==> src/pls_pkg.sv <==
`timescale 1ns / 1ps
`default_nettype none

package pls_pkg;

    // Default list capacity
    localparam int CAPACITY_DEF = 32;

    // Request codes
    localparam logic [1:0] OP_INSERT = 2'd0;
    localparam logic [1:0] OP_DELETE = 2'd1;
    localparam logic [1:0] OP_FIND   = 2'd2;
    localparam logic [1:0] OP_CHANGE = 2'd3;

    // Status codes
    localparam logic [1:0] ST_OK        = 2'd0;
    localparam logic [1:0] ST_BAD_POS   = 2'd1;
    localparam logic [1:0] ST_FULL      = 2'd2;
    localparam logic [1:0] ST_NOT_FOUND = 2'd3;

    // Request beat
    typedef struct packed {
        logic [1:0]        req_type;
        logic signed [7:0] item_value;
        logic [5:0]        slot_position;
    } req_t;

    // Response beat
    typedef struct packed {
        logic [1:0] status;
        logic [5:0] found_position;
        logic [5:0] entry_count;
    } rsp_t;

    // Broadcast control from the sequencer to every cell
    typedef struct packed {
        logic ins;      // open a gap at the position and write the value
        logic del;      // close the gap at the position
        logic chg;      // overwrite the entry at the position
        logic capture;  // load the match flag from the compare
        logic shift;    // move match flags one cell toward the head
    } cell_ctl_t;

endpackage

`default_nettype wire

==> src/positional_list_store_top.sv <==
`timescale 1ns / 1ps
`default_nettype none

// Ordered list of up to CAPACITY signed bytes held in a row of cells, one
// entry per cell. Insert, delete and change are applied to all cells at
// once in the EXEC state, when the output register is free, and the
// response is loaded at the end of that cycle. A new request can be taken
// in that same cycle, so with a ready receiver these run back to back at
// one per cycle. Find loads a match flag in every cell, then walks the
// flags toward the head one cell per cycle, counting up to the list
// length: it passes through a compare state, a scan state that stops on
// a hit or at the list end, and a finish state that waits for the output
// register. The response sits in an output register, so a request is
// taken while the previous response waits; a new one is only finished
// once that register is free. The list is empty after reset.
module positional_list_store_top #(
    parameter int CAPACITY = pls_pkg::CAPACITY_DEF
) (
    input  wire           clk,
    input  wire           rst_n,
    input  wire           req_valid,
    output logic          req_ready,
    input  pls_pkg::req_t req,
    output logic          rsp_valid,
    input  wire           rsp_ready,
    output pls_pkg::rsp_t rsp
);

    localparam int LW = $clog2(CAPACITY + 1);
    localparam int CW = ((LW > 6) ? LW : 6) + 1;

    localparam logic [1:0] S_IDLE = 2'd0;
    localparam logic [1:0] S_EXEC = 2'd1;
    localparam logic [1:0] S_SCAN = 2'd2;
    localparam logic [1:0] S_DONE = 2'd3;

    logic [1:0]    state_reg;
    logic [1:0]    state_next;
    pls_pkg::req_t req_reg;
    pls_pkg::req_t req_next;
    logic [LW-1:0] len_reg;
    logic [LW-1:0] len_next;
    logic [LW-1:0] cnt_reg;
    logic [LW-1:0] cnt_next;
    logic [1:0]    fstat_reg;
    logic [1:0]    fstat_next;
    logic [5:0]    ffound_reg;
    logic [5:0]    ffound_next;
    logic          rsp_valid_reg;
    logic          rsp_valid_next;
    pls_pkg::rsp_t rsp_reg;
    pls_pkg::rsp_t rsp_next;

    logic          accept;
    logic          out_free;
    logic          exec_go;
    logic          done_go;
    logic          rsp_write;
    logic [CW-1:0] len_ext;
    logic [CW-1:0] pos_ext;
    logic [CW-1:0] pos_norm;
    logic [CW-1:0] pos_idx;
    logic [CW-1:0] cnt_ext;
    logic [CW-1:0] hit_pos;
    logic [CW-1:0] cnt_out;
    logic [1:0]    ex_status;
    logic [LW-1:0] ex_len;
    logic          ex_ins;
    logic          ex_del;
    logic          ex_chg;
    logic          scan_miss;
    logic          scan_hit;
    pls_pkg::cell_ctl_t ctl;

    logic [7:0]    ent [CAPACITY];
    logic          mat [CAPACITY];

    assign out_free  = !rsp_valid_reg || rsp_ready;
    assign exec_go   = (state_reg == S_EXEC) && (req_reg.req_type != pls_pkg::OP_FIND)
                       && out_free;
    assign done_go   = (state_reg == S_DONE) && out_free;
    assign rsp_write = exec_go || done_go;
    assign req_ready = (state_reg == S_IDLE) || rsp_write;
    assign accept    = req_valid && req_ready;

    // Position normalization (zero acts as one for insert and delete)
    assign len_ext  = CW'(len_reg);
    assign pos_ext  = CW'(req_reg.slot_position);
    assign pos_norm = (req_reg.slot_position == 6'd0) ? CW'(1) : pos_ext;
    assign pos_idx  = pos_norm - CW'(1);

    // Request decode and range checks
    always_comb
    begin
        ex_status = pls_pkg::ST_OK;
        ex_len    = len_reg;
        ex_ins    = 1'b0;
        ex_del    = 1'b0;
        ex_chg    = 1'b0;
        unique case (req_reg.req_type)
            pls_pkg::OP_INSERT:
            begin
                if (pos_norm > len_ext + CW'(1))
                    ex_status = pls_pkg::ST_BAD_POS;
                else if (len_ext >= CW'(CAPACITY))
                    ex_status = pls_pkg::ST_FULL;
                else
                begin
                    ex_ins = 1'b1;
                    ex_len = len_reg + LW'(1);
                end
            end
            pls_pkg::OP_DELETE:
            begin
                if (pos_norm > len_ext)
                    ex_status = pls_pkg::ST_BAD_POS;
                else
                begin
                    ex_del = 1'b1;
                    ex_len = len_reg - LW'(1);
                end
            end
            pls_pkg::OP_CHANGE:
            begin
                if ((req_reg.slot_position == 6'd0) || (pos_ext > len_ext))
                    ex_status = pls_pkg::ST_BAD_POS;
                else
                    ex_chg = 1'b1;
            end
            pls_pkg::OP_FIND:
            begin
                ex_status = pls_pkg::ST_NOT_FOUND;
            end
        endcase
    end

    // Scan of the match flags: head cell holds the flag of position cnt + 1
    assign cnt_ext   = CW'(cnt_reg);
    assign hit_pos   = cnt_ext + CW'(1);
    assign scan_miss = (state_reg == S_SCAN) && (cnt_ext >= len_ext);
    assign scan_hit  = (state_reg == S_SCAN) && !scan_miss && mat[0];

    // Cell control broadcast
    always_comb
    begin
        ctl.ins     = exec_go && ex_ins;
        ctl.del     = exec_go && ex_del;
        ctl.chg     = exec_go && ex_chg;
        ctl.capture = (state_reg == S_EXEC) && (req_reg.req_type == pls_pkg::OP_FIND);
        ctl.shift   = (state_reg == S_SCAN) && !scan_miss && !scan_hit;
    end

    // Sequencer
    always_comb
    begin
        state_next  = state_reg;
        req_next    = req_reg;
        len_next    = len_reg;
        cnt_next    = cnt_reg;
        fstat_next  = fstat_reg;
        ffound_next = ffound_reg;
        unique case (state_reg)
            S_IDLE:
            begin
                if (accept)
                    state_next = S_EXEC;
            end
            S_EXEC:
            begin
                if (req_reg.req_type == pls_pkg::OP_FIND)
                begin
                    state_next = S_SCAN;
                    cnt_next   = '0;
                end
                else if (out_free)
                begin
                    len_next   = ex_len;
                    state_next = accept ? S_EXEC : S_IDLE;
                end
            end
            S_SCAN:
            begin
                if (scan_miss)
                begin
                    fstat_next  = pls_pkg::ST_NOT_FOUND;
                    ffound_next = 6'd0;
                    state_next  = S_DONE;
                end
                else if (scan_hit)
                begin
                    fstat_next  = pls_pkg::ST_OK;
                    ffound_next = hit_pos[5:0];
                    state_next  = S_DONE;
                end
                else
                    cnt_next = cnt_reg + LW'(1);
            end
            S_DONE:
            begin
                if (out_free)
                    state_next = accept ? S_EXEC : S_IDLE;
            end
        endcase
        if (accept)
            req_next = req;
    end

    // Response register
    assign cnt_out = exec_go ? CW'(ex_len) : len_ext;

    always_comb
    begin
        rsp_next       = rsp_reg;
        rsp_valid_next = rsp_valid_reg;
        if (rsp_write)
        begin
            rsp_valid_next = 1'b1;
            rsp_next.entry_count = cnt_out[5:0];
            if (exec_go)
            begin
                rsp_next.status         = ex_status;
                rsp_next.found_position = 6'd0;
            end
            else
            begin
                rsp_next.status         = fstat_reg;
                rsp_next.found_position = ffound_reg;
            end
        end
        else if (rsp_ready)
            rsp_valid_next = 1'b0;
    end

    always_ff @(posedge clk or negedge rst_n)
    begin
        if (!rst_n)
        begin
            state_reg     <= S_IDLE;
            req_reg       <= '0;
            len_reg       <= '0;
            rsp_valid_reg <= 1'b0;
        end
        else
        begin
            state_reg     <= state_next;
            req_reg       <= req_next;
            len_reg       <= len_next;
            rsp_valid_reg <= rsp_valid_next;
        end
    end

    always_ff @(posedge clk)
    begin
        cnt_reg    <= cnt_next;
        fstat_reg  <= fstat_next;
        ffound_reg <= ffound_next;
        rsp_reg    <= rsp_next;
    end

    assign rsp_valid = rsp_valid_reg;
    assign rsp       = rsp_reg;

    // Cell chain
    for (genvar i = 0; i < CAPACITY; i++)
    begin : g_cell
        logic [7:0] left_e;
        logic [7:0] right_e;
        logic       right_m;

        if (i == 0)
        begin : g_head
            assign left_e = req_reg.item_value;
        end
        else
        begin : g_mid_l
            assign left_e = ent[i-1];
        end

        if (i == CAPACITY - 1)
        begin : g_tail
            assign right_e = ent[i];
            assign right_m = 1'b0;
        end
        else
        begin : g_mid_r
            assign right_e = ent[i+1];
            assign right_m = mat[i+1];
        end

        pls_cell #(
            .IDX (i),
            .CW  (CW)
        ) u_cell (
            .clk         (clk),
            .ctl         (ctl),
            .pos         (pos_idx),
            .val         (req_reg.item_value),
            .left_entry  (left_e),
            .right_entry (right_e),
            .right_match (right_m),
            .entry       (ent[i]),
            .match       (mat[i])
        );
    end

    // Checks
    a_len_bound: assert property (@(posedge clk) disable iff (!rst_n)
        len_ext <= CW'(CAPACITY))
        else $error("list length beyond capacity");

    a_scan_bound: assert property (@(posedge clk) disable iff (!rst_n)
        (state_reg == S_SCAN) |-> (cnt_ext <= len_ext))
        else $error("scan ran past the list end");

    a_busy_accept: assert property (@(posedge clk) disable iff (!rst_n)
        (accept && (state_reg != S_IDLE)) |=> rsp_valid_reg)
        else $error("request taken while busy without a response");

    a_ins_grow: assert property (@(posedge clk) disable iff (!rst_n)
        (exec_go && ex_ins) |=> (len_reg == LW'($past(len_reg) + LW'(1))))
        else $error("insert did not grow the list");

endmodule

`default_nettype wire

==> src/pls_cell.sv <==
`timescale 1ns / 1ps
`default_nettype none

module pls_cell #(
    parameter int IDX = 0,
    parameter int CW  = 7
) (
    input  wire               clk,
    input  pls_pkg::cell_ctl_t ctl,
    input  wire  [CW-1:0]     pos,          // zero-based target position
    input  wire  [7:0]        val,
    input  wire  [7:0]        left_entry,
    input  wire  [7:0]        right_entry,
    input  wire               right_match,
    output logic [7:0]        entry,
    output logic              match
);

    localparam logic [CW-1:0] MY_IDX = CW'(IDX);

    logic [7:0] entry_reg;
    logic [7:0] entry_next;
    logic       match_reg;
    logic       match_next;

    // Entry update: shift back on insert, forward on delete, write on hit
    always_comb
    begin
        entry_next = entry_reg;
        if (ctl.ins)
        begin
            if (MY_IDX > pos)
                entry_next = left_entry;
            else if (MY_IDX == pos)
                entry_next = val;
        end
        else if (ctl.del)
        begin
            if (MY_IDX >= pos)
                entry_next = right_entry;
        end
        else if (ctl.chg)
        begin
            if (MY_IDX == pos)
                entry_next = val;
        end
    end

    // Match flag: load from compare, then ripple toward the head
    always_comb
    begin
        match_next = match_reg;
        if (ctl.capture)
            match_next = (entry_reg == val);
        else if (ctl.shift)
            match_next = right_match;
    end

    always_ff @(posedge clk)
    begin
        entry_reg <= entry_next;
        match_reg <= match_next;
    end

    assign entry = entry_reg;
    assign match = match_reg;

endmodule

`default_nettype wire
==> config.mk <==
export PLATFORM = sky130hd
export DESIGN_NAME = positional_list_store_top
export DESIGN_NICKNAME = d
export VERILOG_FILES = /design/src/pls_pkg.sv /design/src/positional_list_store_top.sv /design/src/pls_cell.sv
export SDC_FILE = /design/constraint.sdc
export NUM_CORES = 1
export LEC_CHECK = 0
export BUFFER_PORTS_ARGS = -buffer_cell sky130_fd_sc_hd__buf_4
export CORE_MARGIN = 1.5
export CORE_UTILIZATION = 50
export DETAILED_ROUTE_END_ITERATION = 12
export GPL_ROUTABILITY_DRIVEN = 0
export HOLD_SLACK_MARGIN = 0.02
export MAX_ROUTING_LAYER = met4
export PLACE_DENSITY = 0.7
export SLEW_MARGIN = 20
export SYNTH_ARGS = -nofsm -noshare
export SYNTH_HDL_FRONTEND = slang
export SYNTH_SLANG_ARGS = --single-unit
==> constraint.sdc <==
create_clock -name clk -period 7.9 [get_ports clk]
set_clock_uncertainty 0.05 [all_clocks]
set_input_delay 1.185 -clock clk [delete_from_list [all_inputs] [get_ports clk]]
set_output_delay 1.185 -clock clk [all_outputs]
set_load 0.05 [all_outputs]
# Yosys cells after proc, flatten, opt, wreduce, memory -nomap -nowiden
# Cells that the tools add are included.
# word_totals
ff_bits,341
out_inout_bits,16
elab_cells,612
# classes
addsub,6
order_cmp,68
eq_ne,107
muxes,289
n_bitwise,1
reduce_logical,65
# ops
operator,count
$mux 8,192
$eq 8x8->1,32
$eq 5x7->1 const A,16
$gt 5x7->1 const A,16
$ge 5x7->1 const A,15
$ne 3x1->1 const B,31
$mux 1,76
$reduce_and 2->1,34
$eq 4x7->1 const A,8
$ge 4x7->1 const A,8
$gt 4x7->1 const A,8
$mux 6,9
$eq 3x7->1 const A,4
$ge 3x7->1 const A,4
$gt 3x7->1 const A,4
$pmux 6 s2,2
$add 6x1->6 const B,3
$mux 2,8
$pmux 2 s4,2
$eq 2x7->1 const A,2
$ge 1x7->1 const A,2
$ge 2x7->1 const A,2
$gt 1x7->1 const A,2
$gt 2x7->1 const A,2
24 further kinds,54

# Logic depth before layout (Yosys ltp)
# Gate-level depths: netlist (run 1).
# logic_depth
depth_word,10
mapped_depth,15

# Cells and area by module
# From an unflattened synthesis (run 1), not the netlist that was laid out.
# unflattened
cells_unflattened,3362
area_unflattened_um2,30917.2
# modules_own_cells
mod,instances,cells_each,area_per_inst_um2
positional_list_store_top,1,300,3125.5
pls_cell (g_cell[24].u_cell),1,107,997.2
pls_cell (g_cell[17].u_cell),1,112,978.4
pls_cell (g_cell[7].u_cell),1,103,969.7
pls_cell (g_cell[13].u_cell),1,88,967.2
pls_cell (g_cell[29].u_cell),1,108,948.4
pls_cell (g_cell[31].u_cell),1,101,915.9
pls_cell (g_cell[21].u_cell),1,96,912.1
pls_cell (g_cell[4].u_cell),1,89,909.6
pls_cell (g_cell[25].u_cell),1,96,903.4
pls_cell (g_cell[3].u_cell),1,108,898.4
pls_cell (g_cell[23].u_cell),1,98,897.1
pls_cell (g_cell[5].u_cell),1,108,885.8
pls_cell (g_cell[8].u_cell),1,106,885.8
19 more rows,--,--,--

# Worst setup path before layout (run 1)
# No wires, ideal clock.
# synth_path
kind,flip-flop to flip-flop
startpoint,register len_reg[0]
endpoint,register g_cell[0].u_cell.match_reg (enable)
setup_time_ns,0.514
arrival_ns,4.687
required_ns,7.336
setup_slack_ns,2.649
stages_incl_launch_ff,7
path_buffers,0
path_cell_list,dfrtp_1 ha_1 nand2b_1 a21o_1 a21oi_1 o22ai_1 o41ai_1
# synth_via
elab_chain_cells,8
# synth_lines
element,line_no,text
start: declaration,positional_list_store_top.sv:41,logic [LW-1:0] len_reg;
start signal: assignment,positional_list_store_top.sv:247,len_reg <= len_next;
$ge 6x6->1 (*),positional_list_store_top.sv:140,assign scan_miss = (state_reg == S_SCAN) && (cnt_ext >= len_ext);
$logic_and 1x1->1 (*),positional_list_store_top.sv:140,
$logic_not 1->1 (*),"positional_list_store_top.sv:141, positional_list_store_top.sv:150",
$logic_and 1x1->1 (*),"positional_list_store_top.sv:141, positional_list_store_top.sv:150",
$logic_and 1x1->1,positional_list_store_top.sv:141,assign scan_hit = (state_reg == S_SCAN) && !scan_miss && mat[0];
$logic_not 1->1,positional_list_store_top.sv:150,ctl.shift = (state_reg == S_SCAN) && !scan_miss && !scan_hit;
$logic_and 1x1->1 (*),positional_list_store_top.sv:150,
$reduce_bool 2->1 (no line) (*),--,
end signal: assignment,pls_cell.sv:62,match_reg <= match_next;
end: declaration,pls_cell.sv:23,logic match_reg;
# Mark *: on every way between the ends. The rest lies on a longest branch, timed or not.
# A chain may end at the register's enable or synchronous reset.

# Worst setup path after layout (run 1)
# layout_path
startpoint,register req_reg (netlist bit pos_ext[4])
endpoint,register g_cell[26].u_cell.entry_reg[7] (enable)
# layout_via
elab_chain_cells,8
elab_cells_between_ends,20
# layout_lines
element,line_no,text
start: declaration,positional_list_store_top.sv:39,pls_pkg::req_t req_reg;
start signal: assignment,positional_list_store_top.sv:246,req_reg <= req_next;
branches (longest 7 deep; another with $sub 6x1->7),--,
$reduce_and 2->1 (no line) (*),--,
end signal: assignment,pls_cell.sv:61,entry_reg <= entry_next;
end: declaration,pls_cell.sv:21,logic [7:0] entry_reg;
# Every way passes the cells marked *.

==> results of run 1 <==
-- synthesized netlist by cell type, types with 13 or more instances --
cell type | number | share of area
edfxtp_1 | 315 | 0.35
o21ai_0 | 268 | 0.049
xnor2_1 | 265 | 0.085
mux2i_1 | 238 | 0.087
nor2_1 | 229 | 0.032
clkbuf_1 | 220 | 0.030
nand2_1 | 157 | 0.022
o22ai_1 | 122 | 0.028
and2_1 | 114 | 0.026
mux2_2 | 106 | 0.044
a21oi_1 | 96 | 0.018
nor3_1 | 73 | 0.013
nand4_1 | 72 | 0.017
nand3_1 | 53 | 0.0097
o21a_1 | 47 | 0.013
a211o_1 | 45 | 0.014
a22o_1 | 45 | 0.014
o31ai_1 | 42 | 0.012
buf_2 | 31 | 0.0057
ha_1 | 29 | 0.013
buf_1 | 28 | 0.0039
o211ai_1 | 26 | 0.0072
dfrtp_1 | 25 | 0.023
and3_1 | 24 | 0.0055
inv_1 | 24 | 0.0033
a211oi_1 | 18 | 0.0050
nand2b_1 | 17 | 0.0039
or3_1 | 16 | 0.0037
a31oi_1 | 15 | 0.0034
a21o_1 | 13 | 0.0036
-- power breakdown --
| part | switching [W] | internal [W] | leakage, nW |
|---|---|---|---|
| logic | 0.00484 | 0.00319 | 6.42 |
| clock network | 0.000830 | 0.00113 | 0.658 |
| registers | 0.00125 | 0.00324 | 3.18 |
-- cells by family (layout without fill, tap and decap cells) --
| logic type | Yosys count | after routing | synth area share |
|---|---|---|---|
| AO/OA/AOI/OAI | 827 | 827 | 0.1997 |
| AND/OR/NAND/NOR | 803 | 803 | 0.1487 |
| multiplexers | 349 | 349 | 0.1333 |
| flip-flops | 340 | 340 | 0.3698 |
| buffers and inverters | 312 | 175 | 0.04593 |
| XOR/XNOR | 276 | 276 | 0.08920 |
| adder cells (fa/ha/maj) | 29 | 29 | 0.01331 |
-- metrics by stage --
| stage | std cells | cell area (um^2) | utilization |
|---|---|---|---|
| floorplan | 2936 | 27270 | - |
| global placement | 3418 | 27670 | 0.5141 |
| detailed placement | 3420 | 27710 | 0.5149 |
| CTS | 3495 | 29070 | 0.5402 |
| global route | 3495 | 29090 | 0.5405 |
| finish | 3495 | 29090 | 0.5405 |
-- path summary, 6_finish.rpt --
kind | start | to | cells after the start
max in group asynchronous | rst_n | g_cell[0].left_e[7]$_DFFE_PN0P_ | 1
worst min register to register | g_cell[7].u_cell.match$_DFFE_PP_ | g_cell[6].u_cell.match$_DFFE_PP_ | 2
worst min-delay path | rst_n | req_reg[15]$_DFFE_PN0P_ | 1
min in group clk | g_cell[7].u_cell.match$_DFFE_PP_ | g_cell[6].u_cell.match$_DFFE_PP_ | 2
worst max register to register | pos_ext[4]$_DFFE_PN0P_ | g_cell[26].u_cell.entry[7]$_DFFE_PP_ | 11
worst max-delay path | pos_ext[4]$_DFFE_PN0P_ | g_cell[26].u_cell.entry[7]$_DFFE_PP_ | 11
-- layer usage --
| layer | up-vias | wire length, um | GRT usage |
|---|---|---|---|
| li1 | 10590 | - | - |
| met2 | 1131 | 37030 | 0.4454 |
| met1 | 11390 | 33950 | 0.3776 |
| met5 | - | 0 | - |
| met4 | 0 | 2973 | 0.1127 |
| met3 | 198 | 6340 | 0.04162 |
-- critical path: cells and delay by family, from the launching register on --
kind | cells | cell delay (ns)
AND/OR/NAND/NOR | 5 | 1.89
flip-flops | 1 | 0.79
adder cells (fa/ha/maj) | 1 | 0.44
AO/OA/AOI/OAI | 2 | 1.34
buffers and inverters | 2 | 0.60
XOR/XNOR | 1 | 0.09
-- layout make-up --
cell class,count,area [um^2],share of cell area
multi-input cells,2284,16060,0.5520
clock inverters,29,272.8,0.009378
repair buffers,76,594.3,0.02043
well taps,696,870.8,0.02994
inverters,24,90.09,0.003097
clock buffers,46,1087,0.03738
flip-flops and latches,340,10110,0.3477
-- cells in the final DEF (no fill, tap or decap), types with 8 or more instances in the layout --
master	n
nor3_1	73
a211oi_1	17
dfrtp_4	8
clkinv_2	8
inv_1	24
a31oi_1	15
dfrtp_1	17
a21o_1	13
clkbuf_16	43
o211ai_1	26
xnor2_1	262
buf_4	74
a21oi_1	94
o31ai_1	41
ha_1	29
nor2_1	227
xor2_1	10
nand3_1	53
and2_1	114
mux2_2	106
a22o_1	45
mux2i_1	238
a211o_1	45
o22ai_1	121
o21ai_1	13
o221ai_1	8
nand4_1	72
o21a_1	47
o21ai_2	9
a311o_1	12
and3_1	24
nand2b_1	16
o21ai_0	264
nand2_1	156
or3_1	16
edfxtp_1	315
==> results.md, run 1 <==
## Clock tree
* 0.06 ns — clock transition at the registers of the reported paths
* 3 — CTS Buffer Depth
* 0 — Setup Fix Bufs, Post-CTS
* clkbuf_16 — buffer type at the clock tree root
* 41 — clock buffer count from CTS
* 0.59 ns — latest clock arrival within the worst-skew pair
* 0 — post-cts repair resize count
* 340 — # clock sinks
* done — clock tree from TritonCTS
* 2 — count of H-tree levels built during CTS
* 0 — number of buffers inserted for hold repair after clock tree synthesis

## Global routing
* 90 — pin count of the biggest net entering global routing
* 22,690 — via count of the first global-routing pass
* 0 — antenna violations before repair
* 0.2866 — global routing usage summed across all routing layers
* 126,800 um — wire length of the first global-routing pass
* 0 — GR Overflow Total

## Floorplan
* 0.05381 mm^2 — placeable core region
* 236.5 um — die boundary width
* 36 — number of placed I/O pins
* 236.5 um — Vert. Die Dim
* 0.05594 mm^2 — Total Die Area
* 85 — number of standard-cell rows in the floorplan
* 0.5067 — initial cell density of the core

## Placed design
* 52,140 um — sum of net half-perimeters after detailed placement
* 35 — port buffer count
* 2.152 ns — pre-CTS setup slack

## STA
* 0.4656 ns — worst hold slack across all endpoints
* 2.316 ns — worst-case setup margin in the final layout
* 0.7068 — period utilisation layout
* 0 ns — setup total negative slack
* 0.1791 GHz — peak clock frequency supported by timing
* 0.2265 — Slew Limit Headroom
* 0 — count of final hold-check violations
* 0 — number of setup violations in the final report
* 5.584 ns — final critical delay including setup and external delays
* 1.153 ns — Worst Max-Slew Pin Slew
* 0 — Slew Limit Fails
* false — RSZ-0062 raised after global routing

## Drt
* 0 — DRC
* 80,300 um — total wire length
* 6 — first-pass iteration count of the detailed router
* 2,564 — drt first-iter violations
* 6.671 — number of vias per cell
* 23,310 — total number of vias
* 0 — remaining antenna violation count after routing
* 22.98 um — average wire per cell in the routed design

## Logic synthesis
* 340 — post-synthesis register bit count
* 89 — number of library cell types mapped by synthesis
* 0.07353 — FFs w/ async S/R, synth
* 2,936 — instance count of the mapped netlist
* 0.3698 — portion of the post-synthesis area used by sequential elements
* 315 — number of flops mapped to enable cells by yosys
* 0.02727 mm^2 — area of the mapped netlist
* 9.287 um^2 — syn_area_per_cell
* 0 — number of warnings reported in the yosys synthesis log
* 2,985 — net count of the mapped netlist
* edfxtp_1 — predominant post-synthesis flop cell

## Outcome
* finished, final reports clean — status

## Hold path
* input pin to async pin — worst min-delay path category

## Setup path
* 2.32 ns — reg2reg setup slack
* 20 — top fanout value on the critical path
* flop — crit end category
* 0.79 ns — CP peak stage delay
* flop — kind of start point of the critical path
* dfrtp_1 — cell at the slowest stage of the critical path
* nor4_2 -> a21oi_1 -> ha_1 -> nor3b_2 -> xnor2_2 -> buf_4 -> nand4_2 -> nor2b_1 -> buf_4 -> nor2_1 -> a21oi_1 — cell-by-cell trace of the critical path
* 5.74 ns — arrival time reported for the critical path endpoint
* flop to flop — category of the critical setup timing path
* 8.06 ns — Data required, critical path

## Final layout
* 4,717 — Filler Cells Inserted
* 6.672% — layout-stage area growth over the synthesis result
* 0.1158 — fraction of layout cells with a size suffix above 1
* 256 — number of flip-flops under the largest register name
* 0 — diode insertion count for antenna repair
* 2,816 — layout net count

## Run
* 0 — max-cap check violation count

## Power and ir drop
* 0.3682 mV — VDD IR max
* 498.0 mW/mm^2 — cell area power density
* 0.01449 W — PnR Total Power
* 10.25 nW — static leakage

(Power assumes the default switching activity.)
==> inputs of run 2 (changes only) <==
--- a/config.mk
+++ b/config.mk
@@ -12,7 +12,7 @@
 export GPL_ROUTABILITY_DRIVEN = 0
 export HOLD_SLACK_MARGIN = 0.02
 export MAX_ROUTING_LAYER = met4
-export PLACE_DENSITY = 0.7
+export PLACE_DENSITY = 0.72
 export SLEW_MARGIN = 20
 export SYNTH_ARGS = -nofsm -noshare
 export SYNTH_HDL_FRONTEND = slang
==> constraint.sdc (replaced) <==
create_clock -name clk -period 4.8 [get_ports clk]
set_clock_uncertainty 0.05 [all_clocks]
set_input_delay 0.72 -clock clk [delete_from_list [all_inputs] [get_ports clk]]
set_output_delay 0.72 -clock clk [all_outputs]
set_load 0.05 [all_outputs]
==> run 2 against run 1 <==
Setup slack lost 2.1 ns. First-iteration DRC count increased by 5.0%. Cell area up 1.2%. Non-clock buffer count is 55 higher. Clock power rose by 53%. Sequential power up 63%. Critical path depth fell by 1.
==> results.md, run 2 (synthesized netlist as in run 1, its figures left out) <==
## Power and ir drop
* 10.49 nW — static leakage, was 10.25 nW
* 0.5138 mV — VDD IR max, was 0.3682 mV
* 811.1 mW/mm^2 — cell area power density, was 498.0 mW/mm^2

## Drt
* 22.41 um — average wire per cell in the routed design, was 22.98 um
* 0 — remaining antenna violation count after routing, unchanged
* 7 — first-pass iteration count of the detailed router, was 6
* 0 — DRC, unchanged
* 79,370 um — total wire length, was 80,300 um
* 23,550 — total number of vias, was 23,310
* 6.649 — number of vias per cell, was 6.671
* 2,692 — drt first-iter violations, was 2,564

## Final layout
* edfxtp_1 — most common library cell in the layout ignoring fill and taps, unchanged
* 2,870 — layout net count, was 2,816
* 7.929% — layout-stage area growth over the synthesis result, was 6.672%
* 256 — number of flip-flops under the largest register name, unchanged
* edfxtp_1, o21ai_0, xnor2_1, mux2i_1, nor2_1 — top library cells by usage in the layout, fill and taps aside, unchanged
* 0 — diode insertion count for antenna repair, unchanged
* 0.1275 — fraction of layout cells with a size suffix above 1, was 0.1158

## Placed design
* 0.4225 ns — pre-CTS setup slack, was 2.152 ns
* 52,070 um — sum of net half-perimeters after detailed placement, was 52,140 um
* 35 — port buffer count, unchanged

## Clock tree
* 3 — CTS Buffer Depth, unchanged
* 40 — clock buffer count from CTS, was 41
* 0.58 ns — latest clock arrival within the worst-skew pair, was 0.59 ns
* 0.06 ns — clock transition at the registers of the reported paths, about the same
* clkbuf_16 — buffer type at the clock tree root, unchanged
* 2 — count of H-tree levels built during CTS, unchanged
* done — clock tree from TritonCTS, unchanged
* 340 — # clock sinks, unchanged
* 0 — Setup Fix Bufs, Post-CTS, unchanged

## Global routing
* 127,100 um — wire length of the first global-routing pass, was 126,800 um
* 23,050 — via count of the first global-routing pass, was 22,690
* 0 — antenna violations before repair, unchanged
* 0 — GR Overflow Total, unchanged
* 187 — pin count of the biggest net entering global routing, was 90
* 0.2853 — global routing usage summed across all routing layers, was 0.2866

## STA
* 0.2561 — Slew Limit Headroom, was 0.2265
* 0 — count of final hold-check violations, unchanged
* 0.2578 ns — worst-case setup margin in the final layout, was 2.316 ns
* 0 ns — setup total negative slack, unchanged
* 0 — number of setup violations in the final report, unchanged
* 4.542 ns — final critical delay including setup and external delays, was 5.584 ns
* 1.108 ns — Worst Max-Slew Pin Slew, was 1.153 ns
* 0 — Slew Limit Fails, unchanged
* false — RSZ-0062 raised after global routing, unchanged
* 0.2202 GHz — peak clock frequency supported by timing, was 0.1791 GHz
* 0.9463 — period utilisation layout, was 0.7068

## Floorplan
* 236.5 um — die boundary width, unchanged
* 36 — number of placed I/O pins, unchanged
* 0.05381 mm^2 — placeable core region, unchanged
* 0.5067 — initial cell density of the core, unchanged
* 236.5 um — Vert. Die Dim, unchanged
* 0.05594 mm^2 — Total Die Area, unchanged
* 85 — number of standard-cell rows in the floorplan, unchanged

## Setup path
* 16 — top fanout value on the critical path, was 20
* g_cell[28].u_cell.entry[3]$_DFFE_PP_ — worst r2r dst, was g_cell[26].u_cell.entry[7]$_DFFE_PP_
* flop to flop — category of the critical setup timing path, unchanged
* flop — crit end category, unchanged
* 5.04 ns — Data required, critical path, was 8.06 ns
* 0.26 ns — reg2reg setup slack, was 2.32 ns
* 4.79 ns — arrival time reported for the critical path endpoint, was 5.74 ns
* flop — kind of start point of the critical path, unchanged
* 10 — depth of the most critical reg-to-reg path, was 11
* pos_ext[1]$_DFFE_PN0P_ — startpoint of the lowest-slack register-to-register path, was pos_ext[4]$_DFFE_PN0P_

## Hold path
* 2 — cell depth of the worst hold path
* pos_ext[5]$_DFFE_PN0P_ — Hold Path Sink
* input pin to flop — worst min-delay path category, was input pin to async pin
* req[5] — start point of the worst min-delay path

## Outcome
* finished, final reports clean — status, unchanged

## Run
* 0 — max-cap check violation count, unchanged

-- run 2: changes by cell type in the layout (fill, tap and decap cells not counted), sizes merged --
cell         delta
buf            +54
clkinv          -5
clkbuf          +4
clkinvlp        -4
inv             -2
bufinv          -1
dlygate4sd3     +1
-- run 2: worst max path at each step --
stage | from | end | slack, ns
3_5_place_dp | pos_ext[1]$_DFFE_PN0P_ | g_cell[18].u_cell.entry[4]$_DFFE_PP_ | 0.42
3_3_place_gp | pos_ext[1]$_DFFE_PN0P_ | g_cell[28].u_cell.entry[3]$_DFFE_PP_ | 0.55
4_1_cts | pos_ext[1]$_DFFE_PN0P_ | g_cell[18].u_cell.entry[0]$_DFFE_PP_ | 0.39
2_1_floorplan | pos_ext[2]$_DFFE_PN0P_ | g_cell[14].u_cell.entry[0]$_DFFE_PP_ | 0.59
6_report | pos_ext[1]$_DFFE_PN0P_ | g_cell[28].u_cell.entry[3]$_DFFE_PP_ | 0.26
5_1_grt | pos_ext[1]$_DFFE_PN0P_ | g_cell[28].u_cell.entry[0]$_DFFE_PP_ | 0.03
-- run 2: worst max-delay path: stages (launching register included) --
cell	delay, ns
dfrtp_1	0.36
inv_1	0.13
a21oi_1	0.48
ha_1	0.40
nor3b_2	0.62
xnor2_2	0.22
buf_4	0.27
a311oi_2	0.88
nand2_2	0.38
a22oi_1	0.26
buf_4	0.20
-- run 2: layout make-up --
type	count	area (um^2)
clock buffers	50	1070
clock inverters	17	166.4
fillers	4644	24380
inverters	24	90.09
multi-input cells	2284	16060
flip-flops and latches	340	10110
well taps	696	870.8
repair buffers	131	1061
-- run 2: repair_timing --
| item | 4_1_cts | 5_1_grt |
|---|---|---|
| hold buffers | 1 | 0 |
| endpoints found under the hold margin | 25 | 0 |
| resized for setup | 0 | 0 |
-- run 2: power breakdown --
part	internal (W)	switching (W)	leakage, nW
Combinational	0.00554	0.00800	6.71
Sequential	0.00532	0.00200	3.18
Clock	0.00173	0.00127	0.603
Total	0.0126	0.0113	10.5
-- run 2: layer usage --
layer | track usage | part of all wire | vias to the layer above
met4 | 0.08994 | 0.023 | 0
li1 | - | - | 10690
met1 | 0.3806 | 0.43 | 11580
met3 | 0.03078 | 0.073 | 165
met2 | 0.4564 | 0.48 | 1116
met5 | - | 0 | -
-- run 2: stage by stage --
| stage | hold slack [ns] | utilization | power [W] | instance area (um^2) | instances |
|---|---|---|---|---|---|
| 6_report | 0.3181 | 0.5469 | 0.02387 | 29430 | 3542 |
| 5_1_grt | 0.3189 | 0.5469 | 0.02526 | 29430 | 3542 |
| 4_1_cts | 0.2962 | 0.5467 | 0.02362 | 29420 | 3542 |
| 3_5_place_dp | 0.4600 | 0.5235 | 0.02056 | 28170 | 3474 |
| 3_3_place_gp | 0.4474 | 0.5235 | 0.02003 | 28170 | 3474 |
| 2_1_floorplan | 0.3744 | - | 0.01685 | 27270 | 2936 |
